### src/sv/prq_pkg.sv
package prq_pkg;

  localparam int unsigned KEY_W  = 16;
  localparam int unsigned PRIO_W = 8;
  localparam int unsigned OCC_W  = 5;

  typedef enum logic [1:0] {
    OP_INS_PRIO = 2'd0,
    OP_INS_TAIL = 2'd1,
    OP_FIND     = 2'd2,
    OP_REMOVE   = 2'd3
  } op_e;

  typedef enum logic [1:0] {
    STATUS_OK      = 2'd0,
    STATUS_MISSING = 2'd1,
    STATUS_FULL    = 2'd2
  } status_e;

  typedef enum logic [2:0] {
    S_IDLE,
    S_DECIDE,
    S_SCAN_RD,
    S_SCAN_CHK,
    S_SHUP_RD,
    S_SHUP_WR,
    S_SHDN_RD,
    S_SHDN_WR
  } ctrl_state_e;

  typedef enum logic [2:0] {
    IDX_HOLD,
    IDX_ZERO,
    IDX_INC,
    IDX_DEC,
    IDX_COUNT
  } idx_op_e;

  typedef enum logic [1:0] {
    POS_HOLD,
    POS_IDX,
    POS_COUNT
  } pos_op_e;

  typedef enum logic [1:0] {
    RD_IDX,
    RD_IDX_M1,
    RD_IDX_P1
  } rd_sel_e;

  typedef struct packed {
    logic [KEY_W-1:0]  key;
    logic [PRIO_W-1:0] prio;
  } entry_t;

  // Controller to datapath
  typedef struct packed {
    logic    req_load;
    idx_op_e idx_op;
    pos_op_e pos_op;
    rd_sel_e rd_sel;
    logic    wr_new;
    logic    wr_shift;
    logic    cnt_inc;
    logic    cnt_dec;
    logic    found_load;
    logic    status_load;
    status_e status_val;
    logic    out_load;
  } dp_cmd_t;

  // Datapath to controller
  typedef struct packed {
    op_e  op;
    logic empty;
    logic full;
    logic hit;
    logic last;
    logic at_pos;
    logic out_free;
  } dp_sts_t;

endpackage

### src/sv/priority_ready_queue_unit.sv
// Channel | Direction | Handshake                 | Word
// --------+-----------+---------------------------+-----------------------------------------
// in      | input     | in_valid_i / in_stall_o   | operation_i, key_i, priority_req_i
// out     | output    | out_valid_o / out_stall_i | status_o, found_priority_o, occupancy_o
//
// One word in, one result word out. Each entry scanned or moved through the entry RAM
// (registered read) takes a read step and a check or write step, plus a decide step and,
// for an insert, a final write; the longest runs are a remove or a priority insert at
// the head. A new word is taken only once the previous result has been loaded for output.
// Reset clears the occupancy, the output valid and the controller; the entry RAM is not.
// in_stall_o is high while an operation runs and while its result waits for the output.
module priority_ready_queue_unit #(
  parameter int unsigned DEPTH = 16
) (
  input  logic                        clk_i,
  input  logic                        rst_ni,
  input  logic                        in_valid_i,
  output logic                        in_stall_o,
  input  logic [1:0]                  operation_i,
  input  logic [prq_pkg::KEY_W-1:0]   key_i,
  input  logic [prq_pkg::PRIO_W-1:0]  priority_req_i,
  output logic                        out_valid_o,
  input  logic                        out_stall_i,
  output logic [1:0]                  status_o,
  output logic [prq_pkg::PRIO_W-1:0]  found_priority_o,
  output logic [prq_pkg::OCC_W-1:0]   occupancy_o
);

  import prq_pkg::*;

  // Command and status between the sequencer and the entry datapath
  dp_cmd_t cmd;
  dp_sts_t sts;

  // Sequencer: scan, shift up for insert, shift down for remove
  prq_ctrl u_ctrl (
    .clk_i      (clk_i),
    .rst_ni     (rst_ni),
    .in_valid_i (in_valid_i),
    .in_stall_o (in_stall_o),
    .sts_i      (sts),
    .cmd_o      (cmd)
  );

  // Entry RAM, walk index, insert position, occupancy and the result word
  prq_datapath #(
    .DEPTH (DEPTH)
  ) u_datapath (
    .clk_i            (clk_i),
    .rst_ni           (rst_ni),
    .operation_i      (operation_i),
    .key_i            (key_i),
    .priority_req_i   (priority_req_i),
    .out_stall_i      (out_stall_i),
    .cmd_i            (cmd),
    .sts_o            (sts),
    .out_valid_o      (out_valid_o),
    .status_o         (status_o),
    .found_priority_o (found_priority_o),
    .occupancy_o      (occupancy_o)
  );

endmodule

### src/sv/prq_ram.sv
module prq_ram #(
  parameter int unsigned WIDTH = 24,
  parameter int unsigned DEPTH = 16
) (
  input  logic                     clk_i,
  input  logic                     we_i,
  input  logic [$clog2(DEPTH)-1:0] waddr_i,
  input  logic [WIDTH-1:0]         wdata_i,
  input  logic [$clog2(DEPTH)-1:0] raddr_i,
  output logic [WIDTH-1:0]         rdata_o
);

  logic [WIDTH-1:0] mem_q [DEPTH];
  logic [WIDTH-1:0] rdata_q;

  always_ff @(posedge clk_i) begin
    if (we_i) begin
      mem_q[waddr_i] <= wdata_i;
    end
    rdata_q <= mem_q[raddr_i];
  end

  assign rdata_o = rdata_q;

endmodule

### src/sv/prq_datapath.sv
module prq_datapath #(
  parameter int unsigned DEPTH = 16
) (
  input  logic                        clk_i,
  input  logic                        rst_ni,
  input  logic [1:0]                  operation_i,
  input  logic [prq_pkg::KEY_W-1:0]   key_i,
  input  logic [prq_pkg::PRIO_W-1:0]  priority_req_i,
  input  logic                        out_stall_i,
  input  prq_pkg::dp_cmd_t            cmd_i,
  output prq_pkg::dp_sts_t            sts_o,
  output logic                        out_valid_o,
  output logic [1:0]                  status_o,
  output logic [prq_pkg::PRIO_W-1:0]  found_priority_o,
  output logic [prq_pkg::OCC_W-1:0]   occupancy_o
);

  import prq_pkg::*;

  localparam int unsigned AW = $clog2(DEPTH);
  localparam int unsigned CW = $clog2(DEPTH + 1);

  op_e               req_op_q;
  logic [KEY_W-1:0]  req_key_q;
  logic [PRIO_W-1:0] req_prio_q;
  status_e           res_status_q;
  logic [PRIO_W-1:0] res_found_q;

  logic [CW-1:0] count_q;
  logic [CW-1:0] count_d;
  logic [CW-1:0] idx_q;
  logic [CW-1:0] pos_q;
  logic [CW-1:0] idx_m1;
  logic [CW-1:0] idx_p1;

  logic              out_valid_q;
  logic [1:0]        out_status_q;
  logic [PRIO_W-1:0] out_found_q;
  logic [OCC_W-1:0]  out_occ_q;

  logic          we;
  logic [AW-1:0] waddr;
  entry_t        wdata;
  logic [AW-1:0] raddr;
  entry_t        rdata;
  entry_t        new_entry;

  assign idx_m1    = idx_q - CW'(1);
  assign idx_p1    = idx_q + CW'(1);
  assign new_entry = '{key: req_key_q, prio: req_prio_q};

  always_comb begin
    unique case (cmd_i.rd_sel)
      RD_IDX:    raddr = idx_q[AW-1:0];
      RD_IDX_M1: raddr = idx_m1[AW-1:0];
      RD_IDX_P1: raddr = idx_p1[AW-1:0];
      default:   raddr = idx_q[AW-1:0];
    endcase
  end

  assign we    = cmd_i.wr_new | cmd_i.wr_shift;
  assign waddr = cmd_i.wr_new ? pos_q[AW-1:0] : idx_q[AW-1:0];
  assign wdata = cmd_i.wr_new ? new_entry : rdata;

  prq_ram #(
    .WIDTH ($bits(entry_t)),
    .DEPTH (DEPTH)
  ) u_ram (
    .clk_i   (clk_i),
    .we_i    (we),
    .waddr_i (waddr),
    .wdata_i (wdata),
    .raddr_i (raddr),
    .rdata_o (rdata)
  );

  // Status toward the controller
  always_comb begin
    sts_o.op       = req_op_q;
    sts_o.empty    = (count_q == '0);
    sts_o.full     = (count_q == CW'(DEPTH));
    sts_o.hit      = (req_op_q == OP_INS_PRIO) ? (rdata.prio < req_prio_q)
                                               : (rdata.key == req_key_q);
    sts_o.last     = ((CW+1)'(idx_q) + (CW+1)'(1)) == (CW+1)'(count_q);
    sts_o.at_pos   = (idx_q == pos_q);
    sts_o.out_free = !out_valid_q || !out_stall_i;
  end

  // Occupancy after this cycle's command
  always_comb begin
    count_d = count_q;
    if (cmd_i.cnt_inc) begin
      count_d = count_q + CW'(1);
    end else if (cmd_i.cnt_dec) begin
      count_d = count_q - CW'(1);
    end
  end

  // Control registers
  always_ff @(posedge clk_i or negedge rst_ni) begin
    if (!rst_ni) begin
      count_q     <= '0;
      out_valid_q <= 1'b0;
    end else begin
      count_q <= count_d;
      if (cmd_i.out_load) begin
        out_valid_q <= 1'b1;
      end else if (!out_stall_i) begin
        out_valid_q <= 1'b0;
      end
    end
  end

  // Payload registers
  always_ff @(posedge clk_i) begin
    if (cmd_i.req_load) begin
      req_op_q   <= op_e'(operation_i);
      req_key_q  <= key_i;
      req_prio_q <= priority_req_i;
    end

    if (cmd_i.req_load) begin
      res_status_q <= STATUS_OK;
    end else if (cmd_i.status_load) begin
      res_status_q <= cmd_i.status_val;
    end

    if (cmd_i.req_load) begin
      res_found_q <= '0;
    end else if (cmd_i.found_load) begin
      res_found_q <= rdata.prio;
    end

    unique case (cmd_i.idx_op)
      IDX_HOLD:  idx_q <= idx_q;
      IDX_ZERO:  idx_q <= '0;
      IDX_INC:   idx_q <= idx_p1;
      IDX_DEC:   idx_q <= idx_m1;
      IDX_COUNT: idx_q <= count_q;
      default:   idx_q <= idx_q;
    endcase

    unique case (cmd_i.pos_op)
      POS_HOLD:  pos_q <= pos_q;
      POS_IDX:   pos_q <= idx_q;
      POS_COUNT: pos_q <= count_q;
      default:   pos_q <= pos_q;
    endcase

    // Take status, priority and occupancy as they stand after the finishing step
    if (cmd_i.out_load) begin
      out_status_q <= cmd_i.status_load ? cmd_i.status_val : res_status_q;
      out_found_q  <= cmd_i.found_load ? rdata.prio : res_found_q;
      out_occ_q    <= OCC_W'(count_d);
    end
  end

  assign out_valid_o      = out_valid_q;
  assign status_o         = out_status_q;
  assign found_priority_o = out_found_q;
  assign occupancy_o      = out_occ_q;

  a_no_inc_when_full: assert property (@(posedge clk_i) disable iff (!rst_ni)
    cmd_i.cnt_inc |-> (count_q < CW'(DEPTH)))
    else $error("entry count incremented on a full queue");

  a_no_dec_when_empty: assert property (@(posedge clk_i) disable iff (!rst_ni)
    cmd_i.cnt_dec |-> (count_q != '0))
    else $error("entry count decremented on an empty queue");

  a_out_load_free: assert property (@(posedge clk_i) disable iff (!rst_ni)
    cmd_i.out_load |-> sts_o.out_free)
    else $error("result word overwritten while still stalled");

  a_count_stable: assert property (@(posedge clk_i) disable iff (!rst_ni)
    (!cmd_i.cnt_inc && !cmd_i.cnt_dec) |=> $stable(count_q))
    else $error("entry count moved without a command");

endmodule

### src/sv/prq_ctrl.sv
module prq_ctrl (
  input  logic             clk_i,
  input  logic             rst_ni,
  input  logic             in_valid_i,
  output logic             in_stall_o,
  input  prq_pkg::dp_sts_t sts_i,
  output prq_pkg::dp_cmd_t cmd_o
);

  import prq_pkg::*;

  ctrl_state_e state_q, state_d;

  always_ff @(posedge clk_i or negedge rst_ni) begin
    if (!rst_ni) begin
      state_q <= S_IDLE;
    end else begin
      state_q <= state_d;
    end
  end

  // Next state
  always_comb begin
    state_d = state_q;
    unique case (state_q)
      S_IDLE: begin
        if (in_valid_i) state_d = S_DECIDE;
      end
      S_DECIDE: begin
        priority if ((sts_i.op == OP_INS_PRIO || sts_i.op == OP_INS_TAIL) && sts_i.full)
          state_d = S_IDLE;
        else if (sts_i.op == OP_INS_TAIL || (sts_i.op == OP_INS_PRIO && sts_i.empty))
          state_d = S_SHUP_RD;
        else if (sts_i.empty)
          state_d = S_IDLE;
        else
          state_d = S_SCAN_RD;
      end
      S_SCAN_RD: state_d = S_SCAN_CHK;
      S_SCAN_CHK: begin
        priority if (sts_i.hit) begin
          unique case (sts_i.op)
            OP_INS_PRIO, OP_INS_TAIL: state_d = S_SHUP_RD;
            OP_FIND:                  state_d = S_IDLE;
            OP_REMOVE:                state_d = S_SHDN_RD;
            default:                  state_d = S_IDLE;
          endcase
        end else if (sts_i.last) begin
          state_d = (sts_i.op == OP_INS_PRIO) ? S_SHUP_RD : S_IDLE;
        end else begin
          state_d = S_SCAN_RD;
        end
      end
      S_SHUP_RD: state_d = sts_i.at_pos ? S_IDLE : S_SHUP_WR;
      S_SHUP_WR: state_d = S_SHUP_RD;
      S_SHDN_RD: state_d = sts_i.last ? S_IDLE : S_SHDN_WR;
      S_SHDN_WR: state_d = S_SHDN_RD;
      default:   state_d = S_IDLE;
    endcase
    // Hold the finished result until the output word is free
    if (state_d == S_IDLE && state_q != S_IDLE && !sts_i.out_free) begin
      state_d = state_q;
    end
  end

  logic finish;

  // Outputs
  always_comb begin
    cmd_o.req_load    = 1'b0;
    cmd_o.idx_op      = IDX_HOLD;
    cmd_o.pos_op      = POS_HOLD;
    cmd_o.rd_sel      = RD_IDX;
    cmd_o.wr_new      = 1'b0;
    cmd_o.wr_shift    = 1'b0;
    cmd_o.cnt_inc     = 1'b0;
    cmd_o.cnt_dec     = 1'b0;
    cmd_o.found_load  = 1'b0;
    cmd_o.status_load = 1'b0;
    cmd_o.status_val  = STATUS_OK;
    cmd_o.out_load    = 1'b0;
    finish            = 1'b0;

    unique case (state_q)
      S_IDLE: begin
        cmd_o.req_load = in_valid_i;
      end
      S_DECIDE: begin
        priority if ((sts_i.op == OP_INS_PRIO || sts_i.op == OP_INS_TAIL) && sts_i.full) begin
          cmd_o.status_load = 1'b1;
          cmd_o.status_val  = STATUS_FULL;
          finish            = 1'b1;
        end else if (sts_i.op == OP_INS_TAIL || (sts_i.op == OP_INS_PRIO && sts_i.empty)) begin
          cmd_o.idx_op = IDX_COUNT;
          cmd_o.pos_op = POS_COUNT;
        end else if (sts_i.empty) begin
          cmd_o.status_load = 1'b1;
          cmd_o.status_val  = STATUS_MISSING;
          finish            = 1'b1;
        end else begin
          cmd_o.idx_op = IDX_ZERO;
        end
      end
      S_SCAN_RD: begin
        cmd_o.rd_sel = RD_IDX;
      end
      S_SCAN_CHK: begin
        priority if (sts_i.hit) begin
          if (sts_i.op == OP_INS_PRIO) begin
            cmd_o.pos_op = POS_IDX;
            cmd_o.idx_op = IDX_COUNT;
          end else begin
            cmd_o.found_load = 1'b1;
            finish           = (sts_i.op == OP_FIND);
          end
        end else if (sts_i.last) begin
          if (sts_i.op == OP_INS_PRIO) begin
            cmd_o.pos_op = POS_COUNT;
            cmd_o.idx_op = IDX_COUNT;
          end else begin
            cmd_o.status_load = 1'b1;
            cmd_o.status_val  = STATUS_MISSING;
            finish            = 1'b1;
          end
        end else begin
          cmd_o.idx_op = IDX_INC;
        end
      end
      S_SHUP_RD: begin
        cmd_o.rd_sel = RD_IDX_M1;
        if (sts_i.at_pos) begin
          finish = 1'b1;
        end
      end
      S_SHUP_WR: begin
        cmd_o.wr_shift = 1'b1;
        cmd_o.idx_op   = IDX_DEC;
      end
      S_SHDN_RD: begin
        cmd_o.rd_sel = RD_IDX_P1;
        if (sts_i.last) begin
          finish = 1'b1;
        end
      end
      S_SHDN_WR: begin
        cmd_o.wr_shift = 1'b1;
        cmd_o.idx_op   = IDX_INC;
      end
      default: begin
        cmd_o.req_load = 1'b0;
      end
    endcase

    // A finishing step that stalls on the output repeats; commit its side effects once
    if (finish && !sts_i.out_free) begin
      cmd_o.status_load = 1'b0;
      cmd_o.found_load  = 1'b0;
    end
    if (finish && sts_i.out_free) begin
      cmd_o.out_load = 1'b1;
      cmd_o.wr_new   = (state_q == S_SHUP_RD);
      cmd_o.cnt_inc  = (state_q == S_SHUP_RD);
      cmd_o.cnt_dec  = (state_q == S_SHDN_RD);
    end
  end

  assign in_stall_o = (state_q != S_IDLE);

  a_load_only_idle: assert property (@(posedge clk_i) disable iff (!rst_ni)
    cmd_o.req_load |-> (state_q == S_IDLE))
    else $error("request loaded while an operation is in progress");

  a_one_write: assert property (@(posedge clk_i) disable iff (!rst_ni)
    !(cmd_o.wr_new && cmd_o.wr_shift))
    else $error("new entry and shift written in the same cycle");

  a_result_then_idle: assert property (@(posedge clk_i) disable iff (!rst_ni)
    cmd_o.out_load |=> (state_q == S_IDLE))
    else $error("result issued without returning to idle");

endmodule

### config.mk
export PLATFORM = sky130hd
export DESIGN_NAME = priority_ready_queue_unit
export DESIGN_NICKNAME = d
export VERILOG_FILES = /design/src/sv/prq_pkg.sv /design/src/sv/priority_ready_queue_unit.sv /design/src/sv/prq_ram.sv /design/src/sv/prq_datapath.sv /design/src/sv/prq_ctrl.sv
export SDC_FILE = /design/constraint.sdc
export NUM_CORES = 1
export LEC_CHECK = 0
export ABC_AREA = 0
export BUFFER_PORTS_ARGS = -buffer_cell sky130_fd_sc_hd__buf_2
export CAP_MARGIN = 20
export CORE_UTILIZATION = 35
export DETAILED_ROUTE_END_ITERATION = 10
export GPL_ROUTABILITY_DRIVEN = 0
export SKIP_LAST_GASP = 1
export SLEW_MARGIN = 5
export SYNTH_ARGS = -nofsm -noshare
export SYNTH_HDL_FRONTEND = slang
export SYNTH_SLANG_ARGS = --single-unit
### constraint.sdc
create_clock -name clk_i -period 15.3 [get_ports clk_i]
set_input_delay 3.06 -clock clk_i [delete_from_list [all_inputs] [get_ports clk_i]]
set_output_delay 3.06 -clock clk_i [all_outputs]
set_load 0.01 [all_outputs]
==> metrics.txt, run 1 <==
GRT overflow 0; Distinct cells, synth 62; All-Layer GR Usage 0.140; Total Power 4.87 mW; core box area 0.0540 mm2; Switch Pwr 1.64 mW; clock root buffer clkbuf_16; Clock Sinks 478; IO Port Bufs 46; Row Count 85; htree depth 2; first-pass GRT wire length 59.0 mm; ANT nets after route 0; filler cell count 4,835; Starting Density 0.356; commonest non-fill, non-tap cells in the layout 435 x edfxtp_1, 96 x mux4_2, 46 x clkbuf_16, 46 x buf_2, 34 x dfxtp_1; final hold violation count 0; fin crit period 5.23 ns; most common cell after layout, fill and taps aside edfxtp_1; post-synth net total 1,063; setup TNS 0 ns; antenna violations before repair 0; CTS buffer count 46; Clk pwr share 0.224; wire per inst 21.3 um; share of layout cells above drive strength 1 0.257; routed vias 9,095; clk_lat worst skew 0.57 ns; Reg power frac 0.384; PD cells 223 mW/mm2; CP arrival 5.42 ns; area grow syn2layout 13.3%; peak supply drop 0.361 mV; Max Cap Viol 0; Placed Cells incl. Taps 1,720; die footprint 0.0559 mm2; pins over their slew limit 0; FF+latch count, synth 478; status finished clean; Critical Path RT 15.49 ns; Synth Warn # 0; CTS clock-pin slew for the worst setup and hold paths 0.06 ns; # nets final 1,118; Worst Hold Class reg -> reg; Max FO, Critical Path 31; CTS tree done; synthesized area 0.0192 mm2; Comb pwr share 0.392; drt total wl 38.3 mm; vias in the first global route 9,521; final core utilization 0.403; gate count after technology mapping 1,017; chip width 236 um; # diodes 0; largest net degree at the start of global routing 97; CTS Buffer Depth 3; # IOs 47; clk_skew 0.0301 ns; Critical Path End Type flop; Worst Setup Path Type in -> reg; RSZ-0062 raised after global routing false; fin crit share 0.342; Post-CTS Setup Inserts 0; DRC 0; sw frac 0.336; Slew @ Worst Pin 1.06 ns; final setup vio count 0; HPWL Detailed 22.1 mm; top_reg_cell synth edfxtp_1; Avg Synthesized Cell Area 18.9 um2; CP Launch Type input port; Die Span Y 236 um; fmax 0.191 GHz; Starting DRT DRC Count 700; DR pass1 iterations 5; async set-or-reset flop fraction in the synthesized netlist 0.0188; LEAKAGE 7.03 nW; number of flops mapped to enable cells by yosys 435; Slew headroom 0.286; cts hold-fix bufs 0; Vias/cell 5.04; cts repair resizes 0; sequential area share after synthesis 0.727; internal power 3.23 mW; fin cells 1,803
-- cells in the mapped netlist, types with 3 or more instances --
cell	instances	share of area
buf_4	3	0.0012
nand3b_1	3	0.0012
a21o_1	3	0.0012
nand4_1	3	0.00098
nor2_1	28	0.0055
xor2_1	23	0.010
mux2_2	26	0.015
buf_1	4	0.00078
xnor2_1	12	0.0055
nor4_1	6	0.0020
ha_1	16	0.010
o21ai_0	19	0.0049
clkbuf_1	33	0.0064
edfxtp_1	435	0.68
a21oi_1	33	0.0086
nor3_1	12	0.0031
mux2i_1	28	0.015
nand2_1	28	0.0055
nor2b_1	29	0.0094
nand3_1	6	0.0016
dfxtp_1	34	0.035
and2b_1	8	0.0031
inv_1	23	0.0045
a211oi_1	25	0.0098
mux4_2	96	0.11
mux2_4	9	0.0070
and2_1	5	0.0016
nand2b_1	5	0.0016
buf_2	10	0.0026
dfrtp_1	9	0.012
-- layout make-up --
cell class / count / area (um2) / area share
Clock buffer: 65 / 1240 / 0.0570
Clock inverter: 18 / 194 / 0.00890
Inverter: 23 / 86.3 / 0.00396
Multi-Input combinational cell: 464 / 5080 / 0.233
Sequential cell: 478 / 14000 / 0.641
Tap cell: 696 / 871 / 0.0400
Timing Repair Buffer: 59 / 340 / 0.0156
-- final timing paths --
| check | cells past startpoint | from | endpoint | slack [ns] |
|---|---|---|---|---|
| min in group asynchronous | 1 | rst_ni | u_datapath.count_q[0] | 2.33 |
| setup reg to reg | 11 | u_datapath.idx_q[0] | u_datapath.u_ram.mem_q[1][16] | 10.25 |
| setup / recovery | 6 | out_stall_i | u_datapath.u_ram.mem_q[1][16] | 10.07 |
| hold / removal | 2 | u_datapath.out_valid_o | u_datapath.out_valid_o | 0.54 |
| hold reg to reg | 2 | u_datapath.out_valid_o | u_datapath.out_valid_o | 0.54 |
| max in group asynchronous | 1 | rst_ni | u_ctrl.state_q[2] | 12.79 |
-- logic make-up after synthesis --
family,after synthesis,share of synthesized area
AO/OA/AOI/OAI,111,0.0407
multiplexers,159,0.149
flip-flops,478,0.727
adder cells (fa/ha/maj),16,0.0104
XOR/XNOR,35,0.0159
AND/OR/NAND/NOR,143,0.0404
buffers and inverters,75,0.0167
-- stage by stage --
stage,worst slack [ns],area [um2],hold WS [ns]
floorplan,9.32,19200,0.493
global placement,9.54,20300,0.517
detailed placement,9.46,20300,0.524
CTS,10.05,21800,0.541
global route,9.89,21800,0.555
finish,10.07,21800,0.540
-- per-layer routing --
layer | vias up | GRT usage | routed length (um)
li1 | 4180 | - | -
met1 | 4672 | 0.201 | 18100
met2 | 194 | 0.222 | 18100
met3 | 49 | 0.0212 | 1490
met4 | 0 | 0.0325 | 625
met5 | - | 0 | 0
-- worst max-delay path: stages --
cell	delay [ns]
buf_2	0.10
and2_1	0.23
nor4b_4	0.22
buf_4	0.47
o21ai_0	0.49
nor2_4	0.81
-- flip-flops by register name, indices dropped and copies added, names as in the netlist, 3 cells and up --
signal                       count
u_datapath.u_ram.rdata_o        24
u_datapath.count_q               5
u_datapath.pos_q                 5
u_datapath.found_priority_o      8
u_datapath.res_found_q           8
u_datapath.req_key_q            16
u_datapath.u_ram.mem_q         384
u_ctrl.state_q                   3
u_datapath.occupancy_o           5
u_datapath.req_prio_q            8
u_datapath.idx_q                 5
-- power groups by stage --
stage | Combinational, mW | Sequential (mW) | Clock, mW
5_1_grt | 2.10 | 1.89 | 1.16
4_1_cts | 1.96 | 1.87 | 1.12
2_1_floorplan | 1.47 | 1.84 | 0
3_3_place_gp | 1.93 | 1.89 | 0
3_5_place_dp | 1.95 | 1.89 | 0
6_report | 1.91 | 1.87 | 1.09
Note: power is estimated with default switching activity, not from simulation.
==> run 2: changes to the inputs <==
==> constraint.sdc (replaced) <==
create_clock -name clk_i -period 5.1 [get_ports clk_i]
set_input_delay 1.02 -clock clk_i [delete_from_list [all_inputs] [get_ports clk_i]]
set_output_delay 1.02 -clock clk_i [all_outputs]
set_load 0.01 [all_outputs]
==> run 2 against run 1 <==
Clock power rose to 3.1 times the previous value. Via count up 4.6%. Critical path depth up 4. Sequential share of layout area decreased by 0.90 points. Worst hold slack got worse by 0.24 ns. Worst setup slack worse by 9.3 ns. Count of clock-buffer cells in the layout increased by 1. First-iteration DRC count is 18% higher. Utilization rose by 0.57 points. Power grew to 3.0 times the previous value. Highest routed layer unchanged.
==> metrics.txt, run 2 (synthesis results as in run 1) <==
status finished clean; peak supply drop 0.440 mV; Placed Cells incl. Taps 1,742; commonest non-fill, non-tap cells in the layout 435 x edfxtp_1, 96 x mux4_2, 47 x clkbuf_16, 47 x buf_2, 34 x dfxtp_1; cts repair resizes 0; GRT overflow 0; Slew headroom 0.284; fin crit period 4.29 ns; CTS tree done; first-pass GRT wire length 62.3 mm; DRC 0; Sequential Area 0.0140 mm2; clk_skew 0.0137 ns; largest net degree at the start of global routing 73; fin worst setup slack 0.813 ns; multi-input logic area 0.00508 mm2; Worst Hold Class in -> async; fin area 0.0221 mm2; fin crit share 0.841; Starting Density 0.356; wire per inst 22.5 um; CTS Buffer Depth 3; Biggest register u_datapath.u_ram.mem_q; clk_lat worst skew 0.57 ns; Starting DRT DRC Count 827; fin cells 1,830; Total Power 14.8 mW; final setup vio count 0; most common cell after layout, fill and taps aside edfxtp_1; met3 Use GR 0.0253; chip width 236 um; Post-CTS Setup Inserts 0; ANT nets after route 0; setup TNS 0 ns; share of layout cells above drive strength 1 0.278; final hold violation count 0; # nets final 1,142; LEAKAGE 7.22 nW; worst hold margin 0.303 ns; routed vias 9,512; clock root buffer clkbuf_16; Max FO, Critical Path 15; CTS clock-pin slew for the worst setup and hold paths 0.06 ns; cts hold-fix bufs 0; filler cell count 4,762; Critical Path RT 5.37 ns; area grow syn2layout 14.9%; Post-Place Worst Slack 0.707 ns; Clock Sinks 478; RSZ-0062 raised after global routing false; busiest grt layer met2; Vias/cell 5.20; pins over their slew limit 0; All-Layer GR Usage 0.148; Die Span Y 236 um; HPWL Detailed 23.4 mm; PD cells 670 mW/mm2; DR pass1 iterations 8; fmax 0.233 GHz; CP Launch Type flop; Post-DP Area 0.0206 mm2; CTS buffer count 47; die footprint 0.0559 mm2; final core utilization 0.409; antenna violations before repair 0; Row Count 85; vias in the first global route 9,750; met2 GRT Util 0.236; # diodes 0; Max Cap Viol 0; drt total wl 41.2 mm; Worst Setup Path Type reg -> reg; IO Port Bufs 46; htree depth 2; core box area 0.0540 mm2; CP arrival 4.55 ns; # IOs 47; met1 Resource Use GR 0.213; Critical Path End Type flop; max reg flops 384; Slew @ Worst Pin 1.07 ns
-- run 2: worst paths after layout --
kind / depth (start not counted) / from / slack, ns / endpoint
worst max register to register: 10 / u_datapath.idx_q[1] / 0.81 / u_datapath.u_ram.mem_q[11][17]
worst min register to register: 1 / u_datapath.res_found_q[0] / 0.55 / u_datapath.found_priority_o[0]
worst min-delay path: 1 / rst_ni / 0.30 / u_datapath.out_valid_o
min in group clk_i: 1 / u_datapath.res_found_q[0] / 0.55 / u_datapath.found_priority_o[0]
max in group asynchronous: 1 / rst_ni / 4.61 / u_datapath.count_q[3]
worst max-delay path: 10 / u_datapath.idx_q[1] / 0.81 / u_datapath.u_ram.mem_q[11][17]
-- run 2: where the power goes --
part | switching (mW) | internal [mW] | total, mW
clock network | 1.46 | 1.91 | 3.36
logic | 3.22 | 2.64 | 5.86
registers | 0.276 | 5.29 | 5.57
-- run 2: routing by layer --
metal	share of wire	wire, um
met3	0.052	2150
met5	0	0
met2	0.47	19400
met4	0.014	563
met1	0.46	19000
-- run 2: worst max-delay path, stage by stage (launching register included) --
cell       delay [ns]
edfxtp_1         0.72
ha_1             0.44
nand3b_1         0.11
a221o_1          0.37
a211oi_4         0.37
mux2_4           0.26
a2111oi_4        0.11
nor4b_4          0.52
o21ai_1          0.35
nor2_4           0.47
buf_12           0.24
-- run 2: final cells by class --
type | instances | share of cell area
multi-input cells | 464 | 0.230
well taps | 696 | 0.0394
inverters | 23 | 0.00391
flip-flops and latches | 478 | 0.632
repair buffers | 82 | 0.0265
clock buffers | 66 | 0.0614
clock inverters | 21 | 0.00646
==> run 3: changes to the inputs <==
==> constraint.sdc (replaced) <==
create_clock -name clk_i -period 4.4 [get_ports clk_i]
set_input_delay 0.88 -clock clk_i [delete_from_list [all_inputs] [get_ports clk_i]]
set_output_delay 0.88 -clock clk_i [all_outputs]
set_load 0.01 [all_outputs]
==> run 3 against run 2 <==
Global-route usage up 0.45 points. Wire length increased by 3.3%. Final cell count rose by 0.27%. Count of clock-buffer cells in the layout grew 1. Worst setup slack worse by 0.58 ns. Clock skew rose by 0.011 ns. Final area increased by 1.1%. Worst hold slack got worse by 0.13 ns. Register-to-register slack got worse by 0.58 ns. Combinational power increased by 18%. Clock power rose by 19%.
==> metrics.txt, run 3 (synthesis results as in run 1) <==
Starting Density 0.356; most common cell after layout, fill and taps aside edfxtp_1; PD cells 777 mW/mm2; Vias/cell 5.23; final core utilization 0.413; fin area 0.0223 mm2; # IOs 47; Max FO, Critical Path 13; fin cells 1,835; fmax 0.240 GHz; first-pass GRT wire length 63.2 mm; clock root buffer clkbuf_16; Die Span Y 236 um; fin worst setup slack 0.233 ns; peak supply drop 0.518 mV; HPWL Detailed 23.5 mm; Starting DRT DRC Count 765; share of layout cells above drive strength 1 0.282; CP arrival 4.41 ns; CTS Buffer Depth 3; Worst Hold Class in -> async; CP Launch Type flop; worst path bufs/invs 2; ANT nets after route 0; antenna violations before repair 1; fin crit period 4.17 ns; drt total wl 42.5 mm; Critical Path End Type flop; DR pass1 iterations 5; GRT overflow 0; IO Port Bufs 46; FF-to-FF Start u_datapath.req_key_q[1]; CTS tree done; Biggest register u_datapath.u_ram.mem_q; LEAKAGE 7.29 nW; critical path, cell by cell xor2_1 -> nor4_1 -> nand4_1 -> buf_4 -> o21ai_0 -> a2111oi_4 -> nor4b_4 -> o21ai_0 -> nor2_4 -> buf_4; Worst Setup Path Type reg -> reg; area grow syn2layout 16.1%; clk_skew 0.0248 ns; CTS clock-pin slew for the worst setup and hold paths 0.06 ns; final hold violation count 0; Row Count 85; Slew headroom 0.266; htree depth 2; routed vias 9,604; RSZ-0062 raised after global routing false; Post-DP Area 0.0208 mm2; CTS buffer count 47; die footprint 0.0559 mm2; All-Layer GR Usage 0.153; final setup vio count 0; clk_lat worst skew 0.57 ns; CP delay by family, top simple AND/OR/NAND/NOR gates; Critical Path RT 4.64 ns; status finished clean; Slew @ Worst Pin 1.10 ns; Post-Place Worst Slack 0.264 ns; core box area 0.0540 mm2; # nets final 1,145; cts hold-fix bufs 0; cts repair resizes 0; pins over their slew limit 0; chip width 236 um; max incr delay on CP 0.57 ns; commonest non-fill, non-tap cells in the layout 435 x edfxtp_1, 96 x mux4_2, 48 x clkbuf_16, 46 x buf_2, 34 x dfxtp_1; slowest CP cell nor2_4; max reg flops 384; largest net degree at the start of global routing 49; Clock Sinks 478; wire per inst 23.2 um; Placed Cells incl. Taps 1,746; DRC 0; fin crit share 0.947; vias in the first global route 9,923; Post-CTS Setup Inserts 0; Max Cap Viol 0; Setup crit start u_datapath.req_key_q[1]
run 3: changes by cell type in the layout (fill, tap and decap cells not counted), sizes merged:
| cell | previous run | this run |
|---|---|---|
| clkinvlp | 1 | 2 |
| inv | 25 | 24 |
| clkbuf | 66 | 67 |
| clkinv | 17 | 16 |
| diode | 0 | 1 |
| buf | 82 | 85 |
| bufinv | 1 | 2 |
run 3: where the power goes:
group	switching (mW)	internal (mW)	total [mW]
Combinational	3.75	3.17	6.92
Sequential	0.296	6.13	6.43
Clock	1.69	2.30	3.99
Total	5.73	11.6	17.3
run 3: worst reg2reg max path, stage by stage (launching register included):
cell	delay (ns)
edfxtp_1	0.40
xor2_1	0.22
nor4_1	0.44
nand4_1	0.32
buf_4	0.26
o21ai_0	0.29
a2111oi_4	0.11
nor4b_4	0.48
o21ai_0	0.39
nor2_4	0.57
buf_4	0.36
run 3: path summary, 6_finish.rpt:
path | slack (ns) | to | depth (start not counted)
worst min-delay path | 0.17 | u_datapath.count_q[3] | 1
max in group asynchronous | 4.04 | u_ctrl.state_q[2] | 1
min in group clk_i | 0.48 | u_datapath.req_key_q[0] | 1
worst max register to register | 0.23 | u_datapath.u_ram.mem_q[1][1] | 10
worst min register to register | 0.53 | u_datapath.status_o[1] | 1
worst max-delay path | 0.23 | u_datapath.u_ram.mem_q[1][1] | 10
run 3: metal layers:
layer,GRT usage,share of wire
met3,0.0272,0.053
met1,0.211,0.45
met5,0,0
met4,0.0427,0.022
met2,0.248,0.48
run 3: per-stage QoR:
step	hold WS [ns]	total power, mW	setup TNS, ns
final	0.171	17.3	0
after global routing	0.171	18.2	0
after floorplan	0.493	11.5	-41.35
after CTS	0.156	17.6	0
after global placement	0.522	13.5	0
after detailed placement	0.515	13.5	0
run 3: area by class of cell:
class,count,area (um2)
Fill cell,4754,31700
Sequential cell,478,14000
Multi-Input combinational cell,464,5080
Clock buffer,67,1370
Tap cell,696,871
Timing Repair Buffer,85,748
Clock inverter,21,195
Inverter,23,86.3
Antenna cell,1,2.50
